<file path="src/rtl/ryc_pkg.sv">
// Shared types and coefficients for the RGB to YUYV 4:2:2 converter.
// No dependencies.
package ryc_pkg;

    localparam int unsigned CompW = 8;
    localparam int unsigned AccW  = 16;

    localparam logic [AccW-1:0] KYR    = 16'd77;
    localparam logic [AccW-1:0] KYG    = 16'd150;
    localparam logic [AccW-1:0] KYB    = 16'd29;
    localparam logic [AccW-1:0] KUR    = 16'd43;   // subtracted
    localparam logic [AccW-1:0] KUG    = 16'd84;   // subtracted
    localparam logic [AccW-1:0] KUB    = 16'd127;
    localparam logic [AccW-1:0] KVR    = 16'd127;
    localparam logic [AccW-1:0] KVG    = 16'd106;  // subtracted
    localparam logic [AccW-1:0] KVB    = 16'd21;   // subtracted
    localparam logic [AccW-1:0] CBias  = 16'd32768; // 128 << 8

    typedef struct packed {
        logic [CompW-1:0] red;
        logic [CompW-1:0] green;
        logic [CompW-1:0] blue;
        logic             last_in_row;
    } t_in_word;

    typedef struct packed {
        logic [CompW-1:0] luma_first;
        logic [CompW-1:0] chroma_blue;
        logic [CompW-1:0] luma_second;
        logic [CompW-1:0] chroma_red;
    } t_out_word;

    typedef struct packed {
        logic [CompW-1:0] y;
        logic [CompW-1:0] u;
        logic [CompW-1:0] v;
    } t_yuv;

endpackage

</file>
<file path="src/rtl/ryc_pix_calc.sv">
// Per-pixel luma and chroma from one RGB24 pixel.
// Depends on ryc_pkg.
module ryc_pix_calc (
    input  ryc_pkg::t_in_word i_pix,
    output ryc_pkg::t_yuv     o_yuv
);

    logic [ryc_pkg::AccW-1:0] r;
    logic [ryc_pkg::AccW-1:0] g;
    logic [ryc_pkg::AccW-1:0] b;
    logic [ryc_pkg::AccW-1:0] y_acc;
    logic [ryc_pkg::AccW-1:0] u_acc;
    logic [ryc_pkg::AccW-1:0] v_acc;

    assign r = ryc_pkg::AccW'(i_pix.red);
    assign g = ryc_pkg::AccW'(i_pix.green);
    assign b = ryc_pkg::AccW'(i_pix.blue);

    // biased chroma stays in 0..65535, so modulo arithmetic is exact
    assign y_acc = ryc_pkg::KYR * r + ryc_pkg::KYG * g + ryc_pkg::KYB * b;
    assign u_acc = ryc_pkg::CBias + ryc_pkg::KUB * b - ryc_pkg::KUR * r - ryc_pkg::KUG * g;
    assign v_acc = ryc_pkg::CBias + ryc_pkg::KVR * r - ryc_pkg::KVG * g - ryc_pkg::KVB * b;

    assign o_yuv.y = y_acc[ryc_pkg::AccW-1 -: ryc_pkg::CompW];
    assign o_yuv.u = u_acc[ryc_pkg::AccW-1 -: ryc_pkg::CompW];
    assign o_yuv.v = v_acc[ryc_pkg::AccW-1 -: ryc_pkg::CompW];

endmodule

</file>
<file path="src/rtl/ryc_pair.sv">
// Pixel pairing: holds the first pixel of a pair and forms the YUYV word.
// Depends on ryc_pkg.
module ryc_pair (
    input  logic               i_clk,
    input  logic               i_rst_n,
    input  ryc_pkg::t_yuv      i_yuv,
    input  logic               i_last,
    input  logic               i_take,
    output logic               o_emit,
    output ryc_pkg::t_out_word o_word
);

    logic          r_have;
    logic          n_have;
    ryc_pkg::t_yuv r_held;
    ryc_pkg::t_yuv n_held;
    ryc_pkg::t_yuv first;
    logic [ryc_pkg::CompW:0] u_sum;
    logic [ryc_pkg::CompW:0] v_sum;

    assign o_emit = r_have || i_last;
    assign first  = r_have ? r_held : i_yuv;
    assign u_sum  = {1'b0, first.u} + {1'b0, i_yuv.u};
    assign v_sum  = {1'b0, first.v} + {1'b0, i_yuv.v};

    always_comb begin
        o_word.luma_first  = first.y;
        o_word.chroma_blue = u_sum[ryc_pkg::CompW:1];
        o_word.luma_second = i_yuv.y;
        o_word.chroma_red  = v_sum[ryc_pkg::CompW:1];
    end

    always_comb begin
        n_have = r_have;
        n_held = r_held;
        if (i_take) begin
            if (r_have) begin
                n_have = 1'b0;
            end else if (!i_last) begin
                n_have = 1'b1;
                n_held = i_yuv;
            end
        end
    end

    always_ff @(posedge i_clk) begin
        if (!i_rst_n) begin
            r_have <= 1'b0;
        end else begin
            r_have <= n_have;
        end
        r_held <= n_held;
    end

endmodule

</file>
<file path="src/rtl/rgb_to_yuyv_422_converter.sv">
// RGB24 to YUYV 4:2:2 converter, top level.
// The pixel that closes a pair is held in the input register; its word is then loaded into the result register.
// Throughput: one pixel per cycle while the output is not stalled; one word per pair.
// Reset (synchronous, active low) empties both registers and drops any held pixel.
// Depends on ryc_pkg, ryc_pix_calc, ryc_pair.
module rgb_to_yuyv_422_converter (
    input  logic               i_clk,
    input  logic               i_rst_n,
    input  logic               i_in_valid,
    output logic               o_in_ready,
    input  ryc_pkg::t_in_word  i_in_data,
    output logic               o_out_valid,
    input  logic               i_out_ready,
    output ryc_pkg::t_out_word o_out_data
);

    logic               r_s1_valid;
    logic               n_s1_valid;
    ryc_pkg::t_in_word  r_s1_data;
    ryc_pkg::t_in_word  n_s1_data;
    logic               r_out_valid;
    logic               n_out_valid;
    ryc_pkg::t_out_word r_out_data;
    ryc_pkg::t_out_word n_out_data;

    ryc_pkg::t_yuv      pix_yuv;
    ryc_pkg::t_out_word pair_word;
    logic               emit;
    logic               out_free;
    logic               s1_take;

    ryc_pix_calc u_pix_calc (
        .i_pix (r_s1_data),
        .o_yuv (pix_yuv)
    );

    ryc_pair u_pair (
        .i_clk   (i_clk),
        .i_rst_n (i_rst_n),
        .i_yuv   (pix_yuv),
        .i_last  (r_s1_data.last_in_row),
        .i_take  (s1_take),
        .o_emit  (emit),
        .o_word  (pair_word)
    );

    assign out_free   = !r_out_valid || i_out_ready;
    assign s1_take    = r_s1_valid && (!emit || out_free);
    assign o_in_ready = !r_s1_valid || s1_take;

    always_comb begin
        n_s1_valid  = r_s1_valid;
        n_s1_data   = r_s1_data;
        n_out_valid = r_out_valid;
        n_out_data  = r_out_data;
        if (o_in_ready) begin
            n_s1_valid = i_in_valid;
            n_s1_data  = i_in_data;
        end
        if (out_free) begin
            n_out_valid = s1_take && emit;
            n_out_data  = pair_word;
        end
    end

    always_ff @(posedge i_clk) begin
        if (!i_rst_n) begin
            r_s1_valid  <= 1'b0;
            r_out_valid <= 1'b0;
        end else begin
            r_s1_valid  <= n_s1_valid;
            r_out_valid <= n_out_valid;
        end
        r_s1_data  <= n_s1_data;
        r_out_data <= n_out_data;
    end

    assign o_out_valid = r_out_valid;
    assign o_out_data  = r_out_data;

endmodule

</file>
<file path="config.mk">
export PLATFORM = sky130hd
export DESIGN_NAME = rgb_to_yuyv_422_converter
export DESIGN_NICKNAME = d
export VERILOG_FILES = /design/src/rtl/ryc_pkg.sv /design/src/rtl/ryc_pix_calc.sv /design/src/rtl/ryc_pair.sv /design/src/rtl/rgb_to_yuyv_422_converter.sv
export SDC_FILE = /design/constraint.sdc
export NUM_CORES = 1
export LEC_CHECK = 0
export BUFFER_PORTS_ARGS = -buffer_cell sky130_fd_sc_hd__clkbuf_2
export CORE_MARGIN = 2
export CORE_UTILIZATION = 65
export CTS_CLUSTER_DIAMETER = 60
export DETAILED_ROUTE_END_ITERATION = 8
export PLACE_DENSITY = 0.86
export SYNTH_ARGS = -nofsm -noshare
export SYNTH_HDL_FRONTEND = slang
export SYNTH_SLANG_ARGS = --single-unit
export TNS_END_PERCENT = 20
</file>
<file path="constraint.sdc">
create_clock -name i_clk -period 7.9 [get_ports i_clk]
set_clock_uncertainty 0.15 [all_clocks]
set_input_delay 0.395 -clock i_clk [delete_from_list [all_inputs] [get_ports i_clk]]
set_output_delay 0.395 -clock i_clk [all_outputs]
set_load 0.05 [all_outputs]
</file>
Yosys cells after proc, flatten, opt, wreduce, memory -nomap -nowiden
Index checks and enable logic that the tools add are counted.

word-level totals
  logic and storage cells = 48
  bits of input ports = 29
  flip-flop bits (word level) = 84
  output and inout port bits = 34

cells by class
  bitwise logic cells = 2
  reductions and logical operators = 10
  add/sub/neg operators = 10
  muxes and demuxes = 3
  $mul = 9

operators with widths
  cell                                               number
  subtractor 16 bit                                  4
  multiplier 7 x 8 -> 15 bit (first input constant)  4
  multiplier 5 x 8 -> 13 bit (first input constant)  3
  adder 16 bit                                       2
  adder 16 bit (first input constant)                2
  multiplier 6 x 8 -> 14 bit (first input constant)  2
  two-way mux 24 bit                                 1
  adder 8 x 8 -> 9 bit                               2
  logical OR 1 bit                                   4
  logical NOT 1 bit                                  3
  AND reduction 3 bit                                1
  logical AND 1 bit                                  2
  two-way mux 1 bit                                  2
  NOT 1 bit                                          2

Depth between registers and ports, before layout
Gate-level depths: netlist of the first run.

  depth after elaboration = 6
  mapped depth = 32
  mapped depth without buffers = 32

By module
A second synthesis of the first run with hierarchy kept.

second synthesis, totals
  cells, all modules = 1,234
  area total of the unflattened synthesis = 13,515.5 µm²

by module, submodules not included
  module                     sequential area each (µm²)  instances  cells each  area each (µm²)
  ryc_pix_calc               0.0                         1          1,006       9,868.2
  ryc_pair                   740.7                       1          161         1,843.0
  rgb_to_yuyv_422_converter  1,751.7                     1          67          1,804.2

Least setup slack after synthesis of the first run
No wires, ideal clock.

  path type = register to register
  start point = register r_s1_data[6] (netlist name)
  end point = register r_out_data (netlist bit o_out_data[22]), data pin
  buffers on the path = 0
  arrival = 6,865 ps
  data required time = 7,493 ps
  cell stages (with the launch flop) = 30
  setup time = 257 ps
  setup slack = 628 ps
  period minus slack after synthesis = 7,272 ps
  cells stage by stage = edfxtp_1 > inv_1 > fa_1 > fa_1 > fa_1 > fa_1 > inv_1 > ha_1 > a21boi_0 > o21ai_0 > nand2b_1 > xnor2_1 > fa_1 > inv_1 > ha_1 > nand2_1 > a21oi_1 > a2111oi_4 > a21oi_2 > a311o_1 > a21oi_2 > xnor2_1 > mux2_2 > ha_1 > inv_1 > nor3_1 > a21oi_1 > o31ai_1 > a41oi_1 > nand2_1

RTL lines
  what                    RTL line                         RTL
  start, declared         rgb_to_yuyv_422_converter.sv:19  ryc_pkg::t_in_word r_s1_data;
  start signal, assigned  rgb_to_yuyv_422_converter.sv:74  r_s1_data <= n_s1_data;
  end signal, assigned    rgb_to_yuyv_422_converter.sv:75  r_out_data <= n_out_data;
  end, declared           rgb_to_yuyv_422_converter.sv:23  ryc_pkg::t_out_word r_out_data;

==> results of run 1 <==
[critical path: cells and delay by family, from the launching register on]
kind / cells / cell delay [ns]
fa+ha+maj: 8 / 3.57
compound gates: 10 / 1.87
buf+inv: 5 / 0.52
flops: 1 / 0.41
simple gates: 4 / 0.31
mux: 1 / 0.29
xor+xnor: 2 / 0.28
[final cells by class]
class	count	area, um^2
sequential	84	2490
timing repair buffer	89	513
multi-input combinational	988	10000
fill	1475	6000
inverter	329	1230
clock buffer	9	225
clock inverter	7	75.1
tap	275	344
[state kept, by name, summed over array words and instances, names as in the netlist]
signal         flops
u_pair.r_held     24
u_pair.r_have      1
o_out_valid        1
r_s1_valid         1
r_s1_data         25
o_out_data        32
[worst paths after layout]
check                                   from              to  slack [ns]  cells past startpoint
worst max-delay path            r_s1_data[5]  o_out_data[22]        0.27                     30
worst min register to register    r_s1_valid     o_out_valid        0.39                      2
worst min-delay path            i_in_data[2]    r_s1_data[2]        0.05                      1
worst max register to register  r_s1_data[5]  o_out_data[22]        0.27                     30
[layer usage]
layer | vias to the layer above | part of all wire | GRT usage
met5 | - | 0 | 0
met4 | 0 | 0.026 | 0.0829
met3 | 60 | 0.056 | 0.0453
met2 | 324 | 0.49 | 0.502
met1 | 4894 | 0.43 | 0.379
li1 | 4916 | - | -
[kinds of logic after synthesis]
| group | after synthesis |
|---|---|
| AOI/OAI and AO/OA | 221 |
| DFF | 84 |
| buffers and inverters | 332 |
| adders and majority gates | 425 |
| muxes | 22 |
| and+or+nand+nor | 218 |
| xor gates and xnor gates | 102 |
[per-stage QoR]
step                      std cells  instance area (um^2)  setup WS (ns)
final                          1781                 14900          0.270
after global routing           1781                 14900        -0.0382
after CTS                      1770                 14800         0.0341
after detailed placement       1753                 14500       -0.00312
after global placement         1753                 14500          0.283
after floorplan                1404                 13700          0.628
[cell usage after synthesis, types with 10 or more instances]
library cell | count | area (um^2)
nand2b_1 | 17 | 106
o21ai_0 | 33 | 165
nand2_1 | 40 | 150
o21bai_1 | 10 | 75.1
xnor2_1 | 68 | 596
nand3_1 | 18 | 90.1
and3_1 | 10 | 62.6
ha_1 | 299 | 3740
inv_1 | 329 | 1230
o21a_1 | 10 | 75.1
nor2b_1 | 18 | 113
edfxtp_1 | 81 | 2430
mux2_2 | 18 | 203
fa_1 | 126 | 2520
a21boi_0 | 14 | 105
xor2_1 | 34 | 298
nor3_1 | 25 | 125
a21oi_1 | 61 | 305
nor2_1 | 58 | 218
a21o_1 | 20 | 150
[timing repair]
| action | in CTS | in global routing |
|---|---|---|
| gates cloned | 0 | 0 |
| setup endpoints to repair | 1 | 7 |
| pin swaps | 0 | 1 |
| buffers inserted | 1 | 11 |
| gates resized for setup | 0 | 8 |
==> results.ini, run 1 <==
[logic_synthesis]
seq_area_frac_synth = 0.182
synth.ff_latch_count = 84
synth_ff_type = edfxtp_1
yosys.area_share.simple = 0.0790
synth-compound-area-share = 0.109
synth-edff-count = 81
synth-async-reset-ratio = 0
synth_mux_area_frac = 0.0177
yosysWarnings = 0
synth_cell_types = 62
syn_inst = 1404
synth_nets = 1858
synth-xor-area-share = 0.0651
synth_top_family_by_area = adder cells
netlist_area_mm2 = 0.0137
synth_fa_ha_area_frac = 0.457
syn_area_per_cell_um2 = 9.77

[cts]
cts_buffer_depth = 2
cts_sinks = 84
insertion_delay_ns = 0.36
hold_buffers = 0
htreeDepth = 3
cts.reportedPaths.clkPinSlew_ns = 0.07
cts_tree = done
cts-root-buf = clkbuf_16
cts_made_buffers = 9

[sta]
fmax_mhz = 131
tns_ns = 0
rsz0062_at_grt = yes
worst_pin_slew_ns = 0.707
setup_violations = 0
finalCritPeriodShare = 0.966
slew_viol_final = 0
whs_ns = 0.0517
period_needed_ns = 7.63
slew_headroom = 0.529
hold_viol = 0

[placed_design]
hpwlAfterDp_um = 25700
gp_congestion = 0.944
io_buffers = 62

[setup_path]
crit_arrival_ns = 7.60
crit_fanout = 5
slowest_delay_ns = 0.58
criticalPathCategory = reg -> reg
required_ns = 7.87
cpMaxStageDelayCell = fa_1
cp_common_cell = fa_1
worst_setup_path_start_kind = flop
cp-end-kind = flop

[floorplanning]
die_h_um = 149
dieArea_mm2 = 0.0223
start_util = 0.657
coreArea_mm2 = 0.0209
fp-row-count = 53
ios = 63
die_w_um = 149

[outcome]
outcome = completed

[cells_and_area]
final_nets = 1955
drive_gt1_frac = 0.0923
layout_commonest_cell = inv_1
final_core_util = 0.713
diodes = 0
area_growth_pct = 8.52
final_cell_mix = inv_1, ha_1, fa_1, edfxtp_1, xnor2_1

[route]
dr.pass1.iters = 5
drc = 0
drt_iter0_markers = 564
via_per_inst = 5.72
wl_per_cell_um = 17.3
vias = 10200
finalWirelength_um = 30800
antenna_left = 0

[global_route]
grt_pass1_wl_um = 50700
grt_max_degree = 36
overflow = 0
antenna_found_initial = 0
first_global_vias = 10400
grt.total_usage = 0.291

[flow_run]
cap_violations = 0

[hold_path]
hp-class = in -> reg

Power of run 1 is left out: the tool's default activity adds up to more than one toggle a clock period on the data nets, which glitch-free logic cannot reach.
==> inputs of run 2 (changes only) <==
Settings changed: RECOVER_POWER set to 25.
==> run 2 against run 1 <==
  * The run now ends with capacitance limit, slew limit left
  * Worst setup slack better by 0.0032 ns
  * First-iteration DRC count stayed put
  * Sequential share of layout area hardly changed
  * Critical path depth stayed put
  * Wire length hardly changed
  * Register-to-register slack hardly changed
  * Critical path type unchanged
  * Highest routed layer unchanged
==> results.ini, run 2 (same netlist as run 1, synthesis figures left out) <==
[cts]
cts_sinks = 84  ; unchanged
insertion_delay_ns = 0.36  ; about the same
cts_made_buffers = 9  ; unchanged
htreeDepth = 3  ; unchanged
cts_tree = done  ; unchanged
cts-root-buf = clkbuf_16  ; unchanged
cts_buffer_depth = 2  ; unchanged
hold_buffers = 0  ; unchanged
cts.reportedPaths.clkPinSlew_ns = 0.07  ; about the same

[setup_path]
cp-end-kind = flop  ; unchanged
worst_setup_path_start_kind = flop  ; unchanged
crit_arrival_ns = 7.60  ; about the same
cpMaxStageDelayCell = fa_1  ; unchanged
crit_fanout = 5  ; unchanged
slowest_delay_ns = 0.58  ; about the same
criticalPathCategory = reg -> reg  ; unchanged
cp_common_cell = fa_1  ; unchanged
reg2reg_depth = 30  ; unchanged
timing.rr.end = o_out_data[22]  ; unchanged
r2r_start = r_s1_data[5]  ; unchanged
required_ns = 7.87  ; about the same
reg2reg_slack_ns = 0.27  ; about the same

[placed_design]
io_buffers = 62  ; unchanged
hpwlAfterDp_um = 25700  ; unchanged
gp_congestion = 0.944  ; unchanged

[sta]
fmax_mhz = 131  ; about the same
period_needed_ns = 7.63  ; about the same
rsz0062_at_grt = yes  ; unchanged
worst_pin_slew_ns = 1.82  ; was 0.707 ns
finalCritPeriodShare = 0.965  ; was 0.966
tns_ns = 0  ; unchanged
slew_headroom = -0.213  ; was 0.529
whs_ns = 0.0540  ; was 0.0517 ns
hold_viol = 0  ; unchanged
setup_violations = 0  ; unchanged
slew_viol_final = 36  ; was 0

[hold_path]
hp-class = in -> reg  ; unchanged
worstHoldStart = i_in_data[22]  ; was i_in_data[2]
whs_endpoint = r_s1_data[22]  ; was r_s1_data[2]
min_path_cells = 1  ; unchanged

[route]
finalWirelength_um = 30700  ; was 30,800 um
vias = 10200  ; about the same
via_per_inst = 5.73  ; was 5.72
drt_iter0_markers = 564  ; unchanged
drc = 0  ; unchanged
wl_per_cell_um = 17.3  ; about the same
dr.pass1.iters = 5  ; unchanged
antenna_left = 0  ; unchanged

[cells_and_area]
drive_gt1_frac = 0.0910  ; was 0.0923
largest_reg_flops = 32  ; unchanged
final_cell_mix = inv_1, ha_1, fa_1, edfxtp_1, xnor2_1  ; unchanged
layout_commonest_cell = inv_1  ; unchanged
area_growth_pct = 8.48  ; was 8.52%
diodes = 0  ; unchanged
final_nets = 1955  ; unchanged

[outcome]
failed_checks = capacitance limit, slew limit
outcome = complete, but fails checks  ; was completed

[floorplanning]
coreArea_mm2 = 0.0209  ; unchanged
die_h_um = 149  ; unchanged
start_util = 0.657  ; unchanged
ios = 63  ; unchanged
fp-row-count = 53  ; unchanged
dieArea_mm2 = 0.0223  ; unchanged
die_w_um = 149  ; unchanged

[global_route]
first_global_vias = 10400  ; unchanged
antenna_found_initial = 0  ; unchanged
grt_max_degree = 36  ; unchanged
grt_pass1_wl_um = 50700  ; unchanged
overflow = 0  ; unchanged
grt.total_usage = 0.291  ; unchanged

[flow_run]
cap_violations = 1  ; was 0

-- run 2: cell types whose count changed in the layout (fill, tap and decap cells not counted) --
cell	before	now
clkbuf_1	0	2
buf_4	27	26
clkbuf_2	62	61
-- run 2: critical path, delay by kind of cell (launching register included) --
| family | cells | cell delay, ns |
|---|---|---|
| AO/OA/AOI/OAI | 10 | 1.87 |
| XOR/XNOR | 2 | 0.28 |
| adder cells (fa/ha/maj) | 8 | 3.57 |
| buffers and inverters | 5 | 0.52 |
| flip-flops | 1 | 0.41 |
| multiplexers | 1 | 0.29 |
| AND/OR/NAND/NOR | 4 | 0.31 |
-- run 2: layout make-up --
type                            instances  area (um^2)
Multi-Input combinational cell        988        10000
Fill cell                            1477         6010
Sequential cell                        84         2490
Inverter                              329         1230
Timing Repair Buffer                   89          508
Tap cell                              275          344
Clock buffer                            9          225
Clock inverter                          7         75.1
-- run 2: repair_timing --
item,4_1_cts,5_1_grt
pin swaps,0,1
gates resized for setup,0,8
endpoints found under the hold margin,0,0
buffers inserted,1,11
setup endpoints to repair,1,7
-- run 2: metal layers --
layer  share of wire  track usage  vias to the layer above
met5               0            0                        -
met4           0.028       0.0829                        0
met3           0.057       0.0453                       65
met2            0.49        0.502                      325
met1            0.43        0.379                     4893
li1                -            -                     4916
-- run 2: per-stage QoR --
step | cell area, um^2 | worst slack (ns) | cells | util
after floorplan | 13700 | 0.628 | 1404 | -
after global placement | 14500 | 0.283 | 1753 | 0.693
after detailed placement | 14500 | -0.00312 | 1753 | 0.693
after CTS | 14800 | 0.0341 | 1770 | 0.708
after global routing | 14900 | -0.0382 | 1781 | 0.712
final | 14900 | 0.274 | 1781 | 0.712
-- run 2: worst max path at each step --
stage	end	from	cells after the start	slack, ns
final	o_out_data[22]	r_s1_data[5]	30	0.27
after global placement	o_out_data[22]	r_s1_data[5]	31	0.28
after detailed placement	o_out_data[22]	r_s1_data[5]	31	-0.003
after floorplan	o_out_data[22]	r_s1_data[6]	29	0.63
after global routing	o_out_data[22]	r_s1_data[3]	30	-0.04
after CTS	o_out_data[22]	r_s1_data[3]	31	0.03
Power of run 2 is left out for the same reason.
